===== src/rtl/core/ifpc_pkg.sv =====
`default_nettype none

package ifpc_pkg;

	// Character codes recognised by the classifier.
	localparam logic [7:0] CH_PLUS   = 8'h2B;
	localparam logic [7:0] CH_MINUS  = 8'h2D;
	localparam logic [7:0] CH_STAR   = 8'h2A;
	localparam logic [7:0] CH_SLASH  = 8'h2F;
	localparam logic [7:0] CH_LPAREN = 8'h28;
	localparam logic [7:0] CH_RPAREN = 8'h29;
	localparam logic [7:0] CH_0      = 8'h30;
	localparam logic [7:0] CH_9      = 8'h39;
	localparam logic [7:0] CH_A      = 8'h61;
	localparam logic [7:0] CH_Z      = 8'h7A;

	// Character classes handed from the front to the back.
	typedef logic [2:0] cls_t;
	localparam cls_t CLS_DIGIT  = 3'd0;
	localparam cls_t CLS_LETTER = 3'd1;
	localparam cls_t CLS_LPAREN = 3'd2;
	localparam cls_t CLS_RPAREN = 3'd3;
	localparam cls_t CLS_OP     = 3'd4;
	localparam cls_t CLS_OTHER  = 3'd5;

	// Operator codes; the stack also holds the parenthesis marker.
	typedef logic [1:0] opc_t;
	localparam opc_t OP_ADD = 2'd0;
	localparam opc_t OP_SUB = 2'd1;
	localparam opc_t OP_MUL = 2'd2;
	localparam opc_t OP_DIV = 2'd3;

	typedef logic [2:0] stk_t;
	localparam stk_t PAREN_CODE = 3'd4;

	// Token kinds on the output channel.
	typedef logic [1:0] kind_t;
	localparam kind_t KIND_NUM = 2'd0;
	localparam kind_t KIND_VAR = 2'd1;
	localparam kind_t KIND_OP  = 2'd2;
	localparam kind_t KIND_END = 2'd3;

	localparam int NUM_W = 31;

	// Short queue between front and back.
	localparam int QUEUE_DEPTH = 2;
	localparam int QPW = (QUEUE_DEPTH > 1) ? $clog2(QUEUE_DEPTH) : 1;
	localparam int QCW = $clog2(QUEUE_DEPTH + 1);

	typedef struct packed {
		cls_t       cls;
		logic [4:0] val;
		logic       last;
	} cmd_t;

	typedef struct packed {
		kind_t            token_kind;
		logic [NUM_W-1:0] number_value;
		logic [4:0]       variable_index;
		opc_t             operator_code;
		logic             expression_ok;
		logic             last_result;
	} tok_t;

endpackage

`default_nettype wire


===== src/rtl/core/ifpc_if.sv =====
`default_nettype none

interface ifpc_char_if;
	logic       valid;
	logic       ready;
	logic [7:0] char_code;
	logic       last_char;

	modport source (output valid, output char_code, output last_char, input ready);
	modport sink   (input valid, input char_code, input last_char, output ready);
endinterface

interface ifpc_token_if;
	logic        valid;
	logic        ready;
	logic [1:0]  token_kind;
	logic [30:0] number_value;
	logic [4:0]  variable_index;
	logic [1:0]  operator_code;
	logic        expression_ok;
	logic        last_result;

	modport source (output valid, output token_kind, output number_value,
		output variable_index, output operator_code, output expression_ok,
		output last_result, input ready);
	modport sink (input valid, input token_kind, input number_value,
		input variable_index, input operator_code, input expression_ok,
		input last_result, output ready);
endinterface

`default_nettype wire


===== src/rtl/core/ifpc_ram.sv =====
`default_nettype none

module ifpc_ram #(
	parameter int WIDTH = 8,
	parameter int DEPTH = 32,
	parameter int AW = (DEPTH > 1) ? $clog2(DEPTH) : 1
) (
	input  wire logic             clk,
	input  wire logic             we,
	input  wire logic [AW-1:0]    waddr,
	input  wire logic [WIDTH-1:0] wdata,
	input  wire logic [AW-1:0]    raddr,
	output logic      [WIDTH-1:0] rdata
);

	logic [WIDTH-1:0] mem [DEPTH];

	always_ff @(posedge clk) begin
		if (we) begin
			mem[waddr] <= wdata;
		end
		rdata <= mem[raddr];
	end

endmodule

`default_nettype wire


===== src/rtl/core/ifpc_fifo.sv =====
`default_nettype none

module ifpc_fifo (
	input  wire logic          clk,
	input  wire logic          arst_n,
	input  wire logic          push,
	input  wire ifpc_pkg::cmd_t push_data,
	output logic               full,
	input  wire logic          pop,
	output ifpc_pkg::cmd_t     pop_data,
	output logic               not_empty
);

	ifpc_pkg::cmd_t                entry_q [ifpc_pkg::QUEUE_DEPTH];
	logic [ifpc_pkg::QPW-1:0]      wr_ptr_q;
	logic [ifpc_pkg::QPW-1:0]      rd_ptr_q;
	logic [ifpc_pkg::QCW-1:0]      fill_q;

	localparam logic [ifpc_pkg::QPW-1:0] LAST_PTR = ifpc_pkg::QPW'(ifpc_pkg::QUEUE_DEPTH - 1);

	assign full      = (fill_q == ifpc_pkg::QCW'(ifpc_pkg::QUEUE_DEPTH));
	assign not_empty = (fill_q != '0);
	assign pop_data  = entry_q[rd_ptr_q];

	always_ff @(posedge clk) begin
		if (push) begin
			entry_q[wr_ptr_q] <= push_data;
		end
	end

	always_ff @(posedge clk or negedge arst_n) begin
		if (!arst_n) begin
			wr_ptr_q <= '0;
			rd_ptr_q <= '0;
			fill_q   <= '0;
		end else begin
			if (push) begin
				wr_ptr_q <= (wr_ptr_q == LAST_PTR) ? '0 : wr_ptr_q + 1'b1;
			end
			if (pop) begin
				rd_ptr_q <= (rd_ptr_q == LAST_PTR) ? '0 : rd_ptr_q + 1'b1;
			end
			if (push && !pop) begin
				fill_q <= fill_q + 1'b1;
			end else if (pop && !push) begin
				fill_q <= fill_q - 1'b1;
			end
		end
	end

endmodule

`default_nettype wire


===== src/rtl/core/ifpc_front.sv =====
`default_nettype none

module ifpc_front (
	ifpc_char_if.sink      char_in,
	input  wire logic      q_full,
	output logic           q_push,
	output ifpc_pkg::cmd_t q_data
);

	logic [7:0] code;
	logic [7:0] digit_off;
	logic [7:0] letter_off;

	assign code       = char_in.char_code;
	assign digit_off  = code - ifpc_pkg::CH_0;
	assign letter_off = code - ifpc_pkg::CH_A;

	assign char_in.ready = !q_full;
	assign q_push        = char_in.valid && !q_full;

	// Sort each character into its class and pre-compute its small value.
	always_comb begin
		q_data.cls  = ifpc_pkg::CLS_OTHER;
		q_data.val  = '0;
		q_data.last = char_in.last_char;
		if (code >= ifpc_pkg::CH_0 && code <= ifpc_pkg::CH_9) begin
			q_data.cls = ifpc_pkg::CLS_DIGIT;
			q_data.val = digit_off[4:0];
		end else if (code >= ifpc_pkg::CH_A && code <= ifpc_pkg::CH_Z) begin
			q_data.cls = ifpc_pkg::CLS_LETTER;
			q_data.val = letter_off[4:0];
		end else begin
			case (code)
				ifpc_pkg::CH_PLUS: begin
					q_data.cls = ifpc_pkg::CLS_OP;
					q_data.val = {3'b000, ifpc_pkg::OP_ADD};
				end
				ifpc_pkg::CH_MINUS: begin
					q_data.cls = ifpc_pkg::CLS_OP;
					q_data.val = {3'b000, ifpc_pkg::OP_SUB};
				end
				ifpc_pkg::CH_STAR: begin
					q_data.cls = ifpc_pkg::CLS_OP;
					q_data.val = {3'b000, ifpc_pkg::OP_MUL};
				end
				ifpc_pkg::CH_SLASH: begin
					q_data.cls = ifpc_pkg::CLS_OP;
					q_data.val = {3'b000, ifpc_pkg::OP_DIV};
				end
				ifpc_pkg::CH_LPAREN: begin
					q_data.cls = ifpc_pkg::CLS_LPAREN;
				end
				ifpc_pkg::CH_RPAREN: begin
					q_data.cls = ifpc_pkg::CLS_RPAREN;
				end
				default: begin
					q_data.cls = ifpc_pkg::CLS_OTHER;
				end
			endcase
		end
	end

endmodule

`default_nettype wire


===== src/rtl/core/ifpc_back.sv =====
`default_nettype none

module ifpc_back #(
	parameter int STACK_DEPTH = 32
) (
	input  wire logic      clk,
	input  wire logic      arst_n,
	input  wire logic      q_valid,
	input  wire ifpc_pkg::cmd_t q_data,
	output logic           q_pop,
	ifpc_token_if.source   token_out
);

	localparam int AW = (STACK_DEPTH > 1) ? $clog2(STACK_DEPTH) : 1;
	localparam int CW = $clog2(STACK_DEPTH + 1);
	localparam int NW = ifpc_pkg::NUM_W;

	localparam logic [2:0] ST_IDLE   = 3'd0;
	localparam logic [2:0] ST_EXEC   = 3'd1;
	localparam logic [2:0] ST_WAIT_X = 3'd2;
	localparam logic [2:0] ST_WAIT_F = 3'd3;
	localparam logic [2:0] ST_FIN    = 3'd4;

	logic [2:0]        state_q, n_state;
	logic [CW-1:0]     cnt_q, n_cnt;
	logic              exp_q, n_exp;
	logic [NW-1:0]     acc_q, n_acc;
	logic              innum_q, n_innum;
	logic              err_q, n_err;
	ifpc_pkg::cmd_t    cmd_q;

	logic              out_valid_q;
	ifpc_pkg::tok_t    out_tok_q;

	logic              emit;
	ifpc_pkg::tok_t    emit_tok;
	logic              push;
	ifpc_pkg::stk_t    push_code;
	logic              pop_req;
	logic              out_free;
	logic              stall;

	logic [CW-1:0]     cnt_dec;
	logic              stk_full;
	logic              stk_empty;
	ifpc_pkg::stk_t    top;
	logic [2:0]        done_state;
	logic [NW+3:0]     acc_next;
	logic [NW+3:0]     digit_ext;
	ifpc_pkg::opc_t    cmd_op;

	assign cnt_dec   = cnt_q - CW'(1);
	assign stk_full  = (cnt_q == CW'(STACK_DEPTH));
	assign stk_empty = (cnt_q == '0);
	assign cmd_op    = cmd_q.val[1:0];
	assign done_state = cmd_q.last ? ST_WAIT_F : ST_IDLE;

	// Decimal accumulate as shift-and-add; the top four bits flag overflow.
	assign digit_ext = {{(NW-1){1'b0}}, cmd_q.val};
	assign acc_next  = {1'b0, acc_q, 3'b000} + {3'b000, acc_q, 1'b0} + digit_ext;

	// Operator stack; the read port always looks at the top entry.
	ifpc_ram #(
		.WIDTH (3),
		.DEPTH (STACK_DEPTH)
	) u_stack (
		.clk   (clk),
		.we    (push && !stall),
		.waddr (cnt_q[AW-1:0]),
		.wdata (push_code),
		.raddr (cnt_dec[AW-1:0]),
		.rdata (top)
	);

	assign out_free = !out_valid_q || token_out.ready;
	assign stall    = emit && !out_free;
	assign q_pop    = pop_req && !stall;

	always_comb begin
		n_state   = state_q;
		n_cnt     = cnt_q;
		n_exp     = exp_q;
		n_acc     = acc_q;
		n_innum   = innum_q;
		n_err     = err_q;
		emit      = 1'b0;
		emit_tok  = '0;
		push      = 1'b0;
		push_code = ifpc_pkg::PAREN_CODE;
		pop_req   = 1'b0;

		case (state_q)
			ST_IDLE: begin
				if (q_valid) begin
					pop_req = 1'b1;
					n_state = ST_EXEC;
				end
			end

			ST_EXEC: begin
				if (err_q) begin
					n_state = done_state;
				end else if (cmd_q.cls == ifpc_pkg::CLS_DIGIT) begin
					n_state = done_state;
					if (innum_q) begin
						if (acc_next[NW+3:NW] != '0) begin
							n_err = 1'b1;
						end else begin
							n_acc = acc_next[NW-1:0];
						end
					end else if (!exp_q) begin
						n_err = 1'b1;
					end else begin
						n_innum = 1'b1;
						n_acc   = NW'(cmd_q.val);
						n_exp   = 1'b0;
					end
				end else if (innum_q) begin
					// A pending number goes out before the character itself.
					emit                  = 1'b1;
					emit_tok.token_kind   = ifpc_pkg::KIND_NUM;
					emit_tok.number_value = acc_q;
					n_innum               = 1'b0;
					n_acc                 = '0;
				end else begin
					case (cmd_q.cls)
						ifpc_pkg::CLS_LETTER: begin
							n_state = done_state;
							if (!exp_q) begin
								n_err = 1'b1;
							end else begin
								emit                    = 1'b1;
								emit_tok.token_kind     = ifpc_pkg::KIND_VAR;
								emit_tok.variable_index = cmd_q.val;
								n_exp                   = 1'b0;
							end
						end
						ifpc_pkg::CLS_LPAREN: begin
							n_state = done_state;
							if (!exp_q || stk_full) begin
								n_err = 1'b1;
							end else begin
								push      = 1'b1;
								push_code = ifpc_pkg::PAREN_CODE;
								n_cnt     = cnt_q + CW'(1);
								n_exp     = 1'b1;
							end
						end
						ifpc_pkg::CLS_RPAREN: begin
							if (exp_q || stk_empty) begin
								n_err   = 1'b1;
								n_state = done_state;
							end else if (top == ifpc_pkg::PAREN_CODE) begin
								n_cnt   = cnt_dec;
								n_exp   = 1'b0;
								n_state = done_state;
							end else begin
								emit                   = 1'b1;
								emit_tok.token_kind    = ifpc_pkg::KIND_OP;
								emit_tok.operator_code = top[1:0];
								n_cnt                  = cnt_dec;
								n_state                = ST_WAIT_X;
							end
						end
						ifpc_pkg::CLS_OP: begin
							if (exp_q) begin
								n_err   = 1'b1;
								n_state = done_state;
							end else if (!stk_empty && top != ifpc_pkg::PAREN_CODE
									&& !(!top[1] && cmd_op[1])) begin
								emit                   = 1'b1;
								emit_tok.token_kind    = ifpc_pkg::KIND_OP;
								emit_tok.operator_code = top[1:0];
								n_cnt                  = cnt_dec;
								n_state                = ST_WAIT_X;
							end else if (stk_full) begin
								n_err   = 1'b1;
								n_state = done_state;
							end else begin
								push      = 1'b1;
								push_code = {1'b0, cmd_op};
								n_cnt     = cnt_q + CW'(1);
								n_exp     = 1'b1;
								n_state   = done_state;
							end
						end
						default: begin
							n_err   = 1'b1;
							n_state = done_state;
						end
					endcase
				end
			end

			ST_WAIT_X: begin
				n_state = ST_EXEC;
			end

			ST_WAIT_F: begin
				n_state = ST_FIN;
			end

			ST_FIN: begin
				if (!err_q && innum_q) begin
					emit                  = 1'b1;
					emit_tok.token_kind   = ifpc_pkg::KIND_NUM;
					emit_tok.number_value = acc_q;
					n_innum               = 1'b0;
					n_acc                 = '0;
				end else if (!err_q && exp_q) begin
					n_err = 1'b1;
				end else if (!err_q && !stk_empty) begin
					if (top == ifpc_pkg::PAREN_CODE) begin
						n_err = 1'b1;
					end else begin
						emit                   = 1'b1;
						emit_tok.token_kind    = ifpc_pkg::KIND_OP;
						emit_tok.operator_code = top[1:0];
						n_cnt                  = cnt_dec;
						n_state                = ST_WAIT_F;
					end
				end else begin
					emit                   = 1'b1;
					emit_tok.token_kind    = ifpc_pkg::KIND_END;
					emit_tok.expression_ok = !err_q;
					emit_tok.last_result   = 1'b1;
					n_cnt                  = '0;
					n_exp                  = 1'b1;
					n_acc                  = '0;
					n_innum                = 1'b0;
					n_err                  = 1'b0;
					n_state                = ST_IDLE;
				end
			end

			default: begin
				n_state = ST_IDLE;
			end
		endcase
	end

	always_ff @(posedge clk) begin
		if (q_pop) begin
			cmd_q <= q_data;
		end
		if (emit && out_free) begin
			out_tok_q <= emit_tok;
		end
	end

	always_ff @(posedge clk or negedge arst_n) begin
		if (!arst_n) begin
			state_q     <= ST_IDLE;
			cnt_q       <= '0;
			exp_q       <= 1'b1;
			acc_q       <= '0;
			innum_q     <= 1'b0;
			err_q       <= 1'b0;
			out_valid_q <= 1'b0;
		end else begin
			if (!stall) begin
				state_q <= n_state;
				cnt_q   <= n_cnt;
				exp_q   <= n_exp;
				acc_q   <= n_acc;
				innum_q <= n_innum;
				err_q   <= n_err;
			end
			if (emit && out_free) begin
				out_valid_q <= 1'b1;
			end else if (token_out.ready) begin
				out_valid_q <= 1'b0;
			end
		end
	end

	assign token_out.valid          = out_valid_q;
	assign token_out.token_kind     = out_tok_q.token_kind;
	assign token_out.number_value   = out_tok_q.number_value;
	assign token_out.variable_index = out_tok_q.variable_index;
	assign token_out.operator_code  = out_tok_q.operator_code;
	assign token_out.expression_ok  = out_tok_q.expression_ok;
	assign token_out.last_result    = out_tok_q.last_result;

endmodule

`default_nettype wire


===== src/rtl/core/infix_to_postfix_converter_unit.sv =====
// Infix to postfix converter.
// The char_in channel takes an infix expression one character per request:
// digits, the letters a to z, + - * / and parentheses, with last_char set on
// the final character. The token_out channel returns postfix tokens (numbers,
// variables, operators) in shunting-yard order, closed by one end status
// request that carries expression_ok and has last_result set.
// A character is classified as it is accepted and waits in a two-entry queue
// until the sequencer behind it is free, so input keeps flowing while a token
// waits at the output. The sequencer takes each character from the queue in its
// idle state and handles it in its execute state; an operator popped from the
// stack passes through a wait state, as the stack memory's read port is
// registered, and an ending number takes an execute step of its own. After the
// last character the final state emits the number, the operators and end status.
// Reset empties the queue, the stack and the output register and leaves the
// block waiting for an operand; the stack memory itself is not cleared.
// If the receiver holds ready low, the output request stays put, the
// sequencer waits, and once the queue fills char_in.ready falls.
// After an error, characters are read and dropped up to the last one, which
// yields only the end status with expression_ok low.
`default_nettype none

module infix_to_postfix_converter_unit #(
	parameter int STACK_DEPTH = 32
) (
	input  wire logic      clk,
	input  wire logic      arst_n,
	ifpc_char_if.sink      char_in,
	ifpc_token_if.source   token_out
);

	logic           q_push;
	logic           q_full;
	ifpc_pkg::cmd_t q_in;
	logic           q_pop;
	logic           q_valid;
	ifpc_pkg::cmd_t q_out;

	// Front: accepts each character and sorts it into a command.
	ifpc_front u_front (
		.char_in (char_in),
		.q_full  (q_full),
		.q_push  (q_push),
		.q_data  (q_in)
	);

	// Queue that decouples character intake from stack work.
	ifpc_fifo u_fifo (
		.clk       (clk),
		.arst_n    (arst_n),
		.push      (q_push),
		.push_data (q_in),
		.full      (q_full),
		.pop       (q_pop),
		.pop_data  (q_out),
		.not_empty (q_valid)
	);

	// Back: runs the operator stack and drives the output register.
	ifpc_back #(
		.STACK_DEPTH (STACK_DEPTH)
	) u_back (
		.clk       (clk),
		.arst_n    (arst_n),
		.q_valid   (q_valid),
		.q_data    (q_out),
		.q_pop     (q_pop),
		.token_out (token_out)
	);

endmodule

`default_nettype wire


===== src/flat_wrapper.sv =====
// flat-port wrapper written by rule: the top's interface ports become plain ports
module infix_to_postfix_converter_unit_flat 
#(
	parameter int STACK_DEPTH = 32
)
  (clk, arst_n, char_in_valid, char_in_char_code, char_in_last_char, char_in_ready, token_out_valid, token_out_token_kind, token_out_number_value, token_out_variable_index, token_out_operator_code, token_out_expression_ok, token_out_last_result, token_out_ready);
  ifpc_char_if char_in_i ();
  ifpc_token_if token_out_i ();
  input  wire logic clk;
  input  wire logic arst_n;
  input wire logic [$bits(char_in_i.valid)-1:0] char_in_valid;
  input wire logic [$bits(char_in_i.char_code)-1:0] char_in_char_code;
  input wire logic [$bits(char_in_i.last_char)-1:0] char_in_last_char;
  output wire logic [$bits(char_in_i.ready)-1:0] char_in_ready;
  output wire logic [$bits(token_out_i.valid)-1:0] token_out_valid;
  output wire logic [$bits(token_out_i.token_kind)-1:0] token_out_token_kind;
  output wire logic [$bits(token_out_i.number_value)-1:0] token_out_number_value;
  output wire logic [$bits(token_out_i.variable_index)-1:0] token_out_variable_index;
  output wire logic [$bits(token_out_i.operator_code)-1:0] token_out_operator_code;
  output wire logic [$bits(token_out_i.expression_ok)-1:0] token_out_expression_ok;
  output wire logic [$bits(token_out_i.last_result)-1:0] token_out_last_result;
  input wire logic [$bits(token_out_i.ready)-1:0] token_out_ready;
  assign char_in_i.valid = char_in_valid;
  assign char_in_i.char_code = char_in_char_code;
  assign char_in_i.last_char = char_in_last_char;
  assign char_in_ready = char_in_i.ready;
  assign token_out_valid = token_out_i.valid;
  assign token_out_token_kind = token_out_i.token_kind;
  assign token_out_number_value = token_out_i.number_value;
  assign token_out_variable_index = token_out_i.variable_index;
  assign token_out_operator_code = token_out_i.operator_code;
  assign token_out_expression_ok = token_out_i.expression_ok;
  assign token_out_last_result = token_out_i.last_result;
  assign token_out_i.ready = token_out_ready;
  infix_to_postfix_converter_unit #(.STACK_DEPTH(STACK_DEPTH)) u_core (.clk(clk), .arst_n(arst_n), .char_in(char_in_i), .token_out(token_out_i));
endmodule

===== config.mk =====
export PLATFORM = sky130hd
export DESIGN_NAME = infix_to_postfix_converter_unit_flat
export DESIGN_NICKNAME = d
export VERILOG_FILES = /design/src/rtl/core/ifpc_pkg.sv /design/src/rtl/core/ifpc_if.sv /design/src/rtl/core/ifpc_ram.sv /design/src/rtl/core/ifpc_fifo.sv /design/src/rtl/core/ifpc_front.sv /design/src/rtl/core/ifpc_back.sv /design/src/rtl/core/infix_to_postfix_converter_unit.sv /design/src/flat_wrapper.sv
export SDC_FILE = /design/constraint.sdc
export NUM_CORES = 1
export LEC_CHECK = 0
export BUFFER_PORTS_ARGS = -buffer_cell sky130_fd_sc_hd__buf_2
export CAP_MARGIN = 20
export CORE_UTILIZATION = 56
export DETAILED_ROUTE_END_ITERATION = 8
export PLACE_DENSITY_LB_ADDON = 0.1
export SETUP_SLACK_MARGIN = 0.02
export SKIP_LAST_GASP = 1
export SLEW_MARGIN = 20
export SYNTH_ARGS = -nofsm -noshare
export SYNTH_HDL_FRONTEND = slang
export SYNTH_SLANG_ARGS = --single-unit

===== constraint.sdc =====
create_clock -name clk -period 4.46 [get_ports clk]
set_input_delay 0.446 -clock clk [delete_from_list [all_inputs] [get_ports clk]]
set_output_delay 0.446 -clock clk [all_outputs]
set_load 0.05 [all_outputs]

==> results of run 1 <==
layout make-up:
| cell class | count | share of cell area (%) |
|---|---|---|
| sequential | 216 | 47.8 |
| multi-input combinational | 662 | 39.4 |
| clock buffer | 25 | 4.48 |
| timing repair buffer | 65 | 2.77 |
| tap | 270 | 2.60 |
| clock inverter | 17 | 2.20 |
| inverter | 28 | 0.808 |
path summary, 6_finish.rpt:
kind / start / to
min in group clk: char_in_last_char / u_core.u_fifo.entry_q[0][0]
max in group asynchronous: arst_n / u_core.u_fifo.rd_ptr_q
worst min register to register: u_core.u_fifo.fill_q[1] / u_core.u_fifo.fill_q[1]
worst max register to register: u_core.u_back.acc_q[2] / u_core.u_back.acc_q[22]
worst min-delay path: arst_n / u_core.u_back.acc_q[26]
worst max-delay path: u_core.u_back.acc_q[2] / u_core.u_back.acc_q[22]
stage by stage:
step,area [um2],cells,hold slack [ns]
floorplan,11600,939,0.150
global placement,12100,1241,0.481
detailed placement,12100,1241,0.487
CTS,13000,1283,0.0488
global route,13000,1283,0.0832
finish,13000,1283,0.0330
layer usage:
metal | track usage (%) | up-vias
met4 | 6.16 | 0
li1 | - | 3642
met1 | 32.1 | 3632
met3 | 3.07 | 38
met2 | 37.7 | 169
met5 | 0 | -
synthesized netlist by cell type, types with 3 or more instances:
| cell type | count | area (um2) |
|---|---|---|
| nor2_1 | 106 | 398 |
| xor2_1 | 18 | 158 |
| mux4_2 | 30 | 676 |
| o31ai_1 | 3 | 22.5 |
| nor4_1 | 4 | 25.0 |
| and4_1 | 3 | 26.3 |
| edfxtp_1 | 165 | 4950 |
| nand3b_1 | 3 | 22.5 |
| buf_6 | 3 | 33.8 |
| nor2b_1 | 8 | 50.1 |
| a211o_1 | 4 | 35.0 |
| and3_1 | 15 | 93.8 |
| clkbuf_1 | 26 | 97.6 |
| fa_1 | 3 | 60.1 |
| or3_1 | 8 | 50.1 |
| and2_1 | 38 | 238 |
| ha_1 | 69 | 863 |
| nor3b_1 | 6 | 45.0 |
| xnor2_1 | 15 | 131 |
| mux2i_1 | 8 | 80.1 |
| mux2_1 | 26 | 293 |
| a21oi_1 | 43 | 215 |
| nand3_1 | 16 | 80.1 |
| o21ai_0 | 42 | 210 |
| o21a_1 | 5 | 37.5 |
| mux2_2 | 16 | 180 |
| a22oi_1 | 5 | 37.5 |
| a21o_1 | 14 | 105 |
| nand4_1 | 3 | 18.8 |
| dfrtp_1 | 47 | 1180 |
| a211oi_1 | 6 | 45.0 |
| a31oi_1 | 11 | 68.8 |
| o22ai_1 | 4 | 25.0 |
| o211ai_1 | 7 | 52.6 |
| nand2b_1 | 12 | 75.1 |
| nand2_1 | 53 | 199 |
| a21boi_0 | 3 | 22.5 |
| nor3_1 | 17 | 85.1 |
| inv_1 | 28 | 105 |
| dfxtp_1 | 3 | 60.1 |
| buf_1 | 4 | 15.0 |
cell families after synthesis:
logic type	after synthesis	synth area share (%)
AOI/OAI and AO/OA	176	10.2
xor gates and xnor gates	33	2.50
adders and majority gates	72	7.99
buffers and inverters	61	2.17
DFF	216	53.8
muxes	80	10.6
and+or+nand+nor	301	12.8
worst max-delay path, cell delays in order (launching register included):
cell       delay (ns)
dfrtp_1          0.38
inv_1            0.08
fa_1             0.56
inv_1            0.06
ha_1             0.31
a211o_1          0.31
a2111oi_4        0.39
o32a_2           0.27
o211ai_1         0.09
a31o_2           0.30
a31oi_2          0.21
xnor2_1          0.14
o31ai_4          0.30
buf_12           0.26
mux2_1           0.35
power groups by stage:
stage	Clock (mW)	Sequential (mW)	Combinational (mW)
2_1_floorplan	0	2.71	1.41
3_3_place_gp	0	2.70	1.83
3_5_place_dp	0	2.71	1.85
4_1_cts	2.22	2.67	1.86
5_1_grt	2.29	2.71	2.04
6_report	2.18	2.67	1.85
flip-flops by register name, indices dropped and copies added, names as in the netlist:
register,count
u_core.u_back.acc_q,31
u_core.u_back.cmd_op,2
u_core.u_back.cmd_q,7
u_core.u_back.cnt_q,6
u_core.u_back.err_q,1
u_core.u_back.exp_q,1
u_core.u_back.innum_q,1
u_core.u_back.state_q,3
u_core.u_back.token_out.expression_ok,1
u_core.u_back.token_out.last_result,1
u_core.u_back.token_out.number_value,31
u_core.u_back.token_out.operator_code,2
u_core.u_back.token_out.token_kind,2
u_core.u_back.token_out.valid,1
u_core.u_back.token_out.variable_index,5
u_core.u_back.u_stack.mem,96
u_core.u_back.u_stack.rdata,3
u_core.u_fifo.entry_q,18
u_core.u_fifo.fill_q,2
u_core.u_fifo.rd_ptr_q,1
u_core.u_fifo.wr_ptr_q,1
==> flow_metrics.env, run 1 <==
export IMPL_seq_area_um2=6220
export IMPL_pwr_share_clk_pct=32.5
export IMPL_switching_power_mw=2.22
export IMPL_post_cts_buffers=0
export IMPL_fin_nets=1081
export IMPL_setup_ws_ns=0.317
export IMPL_ys_seq_area_share_pct=53.8
export IMPL_ctsResizeCount=0
export IMPL_vias_per_cell=5.83
export IMPL_crit_type="flip-flop to flip-flop"
export IMPL_die_area_um2=21200
export IMPL_globalplace_congestion=0.872
export IMPL_synth_fp_nets=1024
export IMPL_final_common_cell="edfxtp_1"
export IMPL_n_antenna_cell=0
export IMPL_endpoint_kind="flip-flop"
export IMPL_hold_viol=0
export IMPL_outcome="finished, final reports clean"
export IMPL_maxCapViolations=0
export IMPL_cp_start_kind="flip-flop"
export IMPL_areaGrowthSynthToFinish_pct=12.5
export IMPL_skew_ns=0.00916
export IMPL_coreArea_um2=20200
export IMPL_rows=52
export IMPL_drt_initial_drc_count=447
export IMPL_syn_area_um2=11600
export IMPL_antenna_found_initial=0
export IMPL_wl_per_cell_um=18.4
export IMPL_r2r_cells=14
export IMPL_ys_seq_elements=216
export IMPL_cp_max_fo=31
export IMPL_clk_latency_ns=0.53
export IMPL_async_flop_share_pct=22.2
export IMPL_rsz0062_at_grt="false"
export IMPL_cts_htree_levels=1
export IMPL_setup_viol_count_final=0
export IMPL_power_mw=6.71
export IMPL_ir_worst_vdd_mv=0.462
export IMPL_postRouteWirelength_um=23600
export IMPL_synth_warnings=0
export IMPL_finalCritPeriodShare_pct=92.9
export IMPL_slew_headroom_pct=39.7
export IMPL_die_width_um=146
export IMPL_dpl_hpwl_um=16200
export IMPL_die_y_um=146
export IMPL_multiInputGateArea_um2=5120
export IMPL_reg2reg_slack_ns=0.32
export IMPL_cts_tree="built"
export IMPL_synth_cells=939
export IMPL_slew_violations=0
export IMPL_cts_buffers=23
export IMPL_num_vias=7481
export IMPL_drive_gt1_share_pct=16.4
export IMPL_initial_core_util_pct=57.1
export IMPL_highest_layer="met4"
export IMPL_synth_edf_count=165
export IMPL_grt_overflow_total=0
export IMPL_wl_met1_um=10700
export IMPL_hold_class="primary input to async pin"
export IMPL_p_leak_nw=5.20
export IMPL_antenna_left=0
export IMPL_syn_area_per_cell_um2=12.3
export IMPL_ios=57
export IMPL_synth_cell_types=71
export IMPL_layout_cells_most_common_list="edfxtp_1, nor2_1, ha_1"
export IMPL_cts_sinks=216
export IMPL_clk_pin_slew_ns=0.06
export IMPL_intPower_mw=4.49
export IMPL_met2WireLength_um=11300
export IMPL_fmax_mhz=241
export IMPL_firstDrtPassIters=5
export IMPL_grt_pass1_vias=7372
export IMPL_worstMarginPinSlew_ns=0.891
export IMPL_critPathRequiredTime_ns=4.86
export IMPL_period_needed_ns=4.14
export IMPL_dr_wl_met3_um=1070
export IMPL_portBuffers=56
export IMPL_power_frac_seq_pct=39.9
export IMPL_clock_root_buffer="clkbuf_16"
export IMPL_fillers=1562
export IMPL_grt_max_degree=49
export IMPL_power_frac_comb_pct=27.6
export IMPL_grtUsageTotal_pct=22.9
export IMPL_ys_dominant_reg_cell="edfxtp_1"
export IMPL_utilization_pct=64.3
export IMPL_drc=0
export IMPL_swShare_pct=33.0
export IMPL_fin_setup_tns_ns=0
export IMPL_cp_arrival_ns=4.55
export IMPL_cts_max_path_buffers=3
export IMPL_place_ws_ns=0.321
export IMPL_grt_pass1_wl_um=38600
export IMPL_p_per_area_nw_per_um2=515
export IMPL_holdBufCountCts=0
No activity file was read; power rests on OpenSTA's default activity.
==> run 2, diff against run 1 <==
--- a/config.mk
+++ b/config.mk
@@ -7,7 +7,7 @@
 export LEC_CHECK = 0
 export BUFFER_PORTS_ARGS = -buffer_cell sky130_fd_sc_hd__buf_2
 export CAP_MARGIN = 20
-export CORE_UTILIZATION = 56
+export CORE_UTILIZATION = 60
 export DETAILED_ROUTE_END_ITERATION = 8
 export PLACE_DENSITY_LB_ADDON = 0.1
 export SETUP_SLACK_MARGIN = 0.02
==> constraint.sdc (replaced) <==
create_clock -name clk -period 3.9 [get_ports clk]
set_input_delay 0.585 -clock clk [delete_from_list [all_inputs] [get_ports clk]]
set_output_delay 0.585 -clock clk [all_outputs]
set_load 0.05 [all_outputs]
==> run 2 against run 1 <==
  * The run now ends with negative setup slack left
  * Critical path depth is 1 higher
  * Power is 18% higher
  * Fmax is 4.2% higher
  * Cell count is 0.23% lower
  * Via count is 3.2% higher
  * Die area is 6.6% lower
  * Core utilization is 7.0 points higher
  * Largest power group unchanged
==> flow_metrics.env, run 2 (synthesized netlist as in run 1, its figures left out) <==
export IMPL_largest_register_ffs=96
export IMPL_dp_cells=1225
export IMPL_cp_start_kind="flip-flop"
export IMPL_grt_pass1_vias=7590
export IMPL_cts_max_path_buffers=3
export IMPL_layout_cells_most_common_list="edfxtp_1, nor2_1, ha_1"
export IMPL_drc=0
export IMPL_initial_core_util_pct=61.6
export IMPL_globalplace_congestion=0.929
export IMPL_worstMarginPinSlew_ns=0.940
export IMPL_cts_tree="built"
export IMPL_final_common_cell="edfxtp_1"
export IMPL_areaGrowthSynthToFinish_pct=15.8
export IMPL_p_leak_nw=5.38
export IMPL_regMostFlops="u_core.u_back.u_stack.mem"
export IMPL_power_mw=7.89
export IMPL_violations="negative setup slack"
export IMPL_endpoint_kind="flip-flop"
export IMPL_cp_max_fo=11
export IMPL_hold_class="primary input to async pin"
export IMPL_finalCritPeriodShare_pct=102
export IMPL_ios=57
export IMPL_n_antenna_cell=0
export IMPL_slew_violations=0
export IMPL_rsz0062_at_grt="true"
export IMPL_cts_sinks=216
export IMPL_postRouteWirelength_um=24600
export IMPL_final_cells=1280
export IMPL_drive_gt1_share_pct=21.0
export IMPL_crit_start="u_core.u_back.acc_q[2]"
export IMPL_fin_setup_tns_ns=-1.02
export IMPL_rows=50
export IMPL_slew_headroom_pct=37.0
export IMPL_die_y_um=141
export IMPL_setup_viol_count_final=26
export IMPL_outcome="finished, violations left"
export IMPL_period_needed_ns=3.98
export IMPL_grt_pass1_wl_um=39500
export IMPL_ir_worst_vdd_mv=0.654
export IMPL_holdBufCountCts=0
export IMPL_clk_latency_ns=0.54
export IMPL_antenna_left=0
export IMPL_die_width_um=141
export IMPL_firstDrtPassIters=5
export IMPL_critPathRequiredTime_ns=4.31
export IMPL_cts_htree_levels=1
export IMPL_wl_per_cell_um=19.2
export IMPL_rr_startpoint="u_core.u_back.acc_q[2]"
export IMPL_num_vias=7721
export IMPL_clock_root_buffer="clkbuf_16"
export IMPL_dpl_hpwl_um=16400
export IMPL_p_per_area_nw_per_um2=589
export IMPL_place_ws_ns=-0.110
export IMPL_cts_buffers=24
export IMPL_drt_initial_drc_count=600
export IMPL_vias_per_cell=6.03
export IMPL_die_area_um2=19800
export IMPL_fin_nets=1114
export IMPL_cp_arrival_ns=4.39
export IMPL_grt_max_degree=34
export IMPL_portBuffers=56
export IMPL_grt_overflow_total=0
export IMPL_maxCapViolations=0
export IMPL_setup_ws_ns=-0.0762
export IMPL_crit_type="flip-flop to flip-flop"
export IMPL_fin_hold_ws_ns=0.0424
export IMPL_skew_ns=0.0127
export IMPL_coreArea_um2=18800
export IMPL_grtUsageTotal_pct=25.6
export IMPL_clk_pin_slew_ns=0.06
export IMPL_antenna_found_initial=0
export IMPL_fmax_mhz=251
export IMPL_hold_viol=0
run 2: routing by layer:
| layer | track usage [%] | share of wire [%] | vias up |
|---|---|---|---|
| met4 | 8.18 | 2.8 | 0 |
| met5 | 0 | 0 | - |
| met1 | 34.7 | 44 | 3719 |
| met2 | 42.8 | 48 | 242 |
| li1 | - | - | 3708 |
| met3 | 3.67 | 4.9 | 52 |
run 2: cell type report:
class	instances	area, um2
multi-input cells	662	5250
clock buffers	32	671
flip-flops and latches	216	6220
well taps	234	293
inverters	28	105
fillers	1336	5380
repair buffers	97	668
clock inverters	11	193
run 2: power by group:
group | total (mW) | switching (mW) | internal, mW | leakage, nW
logic | 2.46 | 1.44 | 1.02 | 2.81
registers | 3.00 | 0.240 | 2.76 | 2.14
clock network | 2.43 | 0.938 | 1.49 | 0.421
total | 7.89 | 2.62 | 5.27 | 5.38
run 2: path summary, 6_finish.rpt:
check                                              endpoint  slack [ns]  cells past startpoint
worst max register to register      u_core.u_back.acc_q[12]       -0.08                     15
min in group clk                u_core.u_fifo.entry_q[0][0]        0.24                      1
worst min-delay path                u_core.u_back.acc_q[21]        0.04                      1
worst min register to register       u_core.u_fifo.wr_ptr_q        0.50                      1
max in group asynchronous            u_core.u_back.acc_q[2]        3.04                      2
worst max-delay path                u_core.u_back.acc_q[12]       -0.08                     15
run 2: critical path, stage by stage, from the launching register on:
cell and delay, ns:
dfrtp_1 0.37, inv_2 0.06, fa_1 0.57, inv_2 0.05
ha_4 0.21, a211o_1 0.34, a2111oi_4 0.35, o32a_2 0.25
o211ai_1 0.09, a31o_2 0.30, a31oi_4 0.18, xnor2_2 0.11
o31ai_4 0.32, buf_6 0.18, buf_12 0.15, mux2_1 0.33
run 2: repair_timing:
item	CTS	global route
setup buffers	3	7
gates cloned	2	1
resized for setup	16	23
pin swaps	11	1
setup endpoints to repair	27	29
run 2: stage by stage:
step,instance area [um2],util (%)
after floorplan,11600,-
after global placement,12300,65.3
after detailed placement,12300,65.3
after CTS,13300,70.7
after global routing,13400,71.4
final,13400,71.4
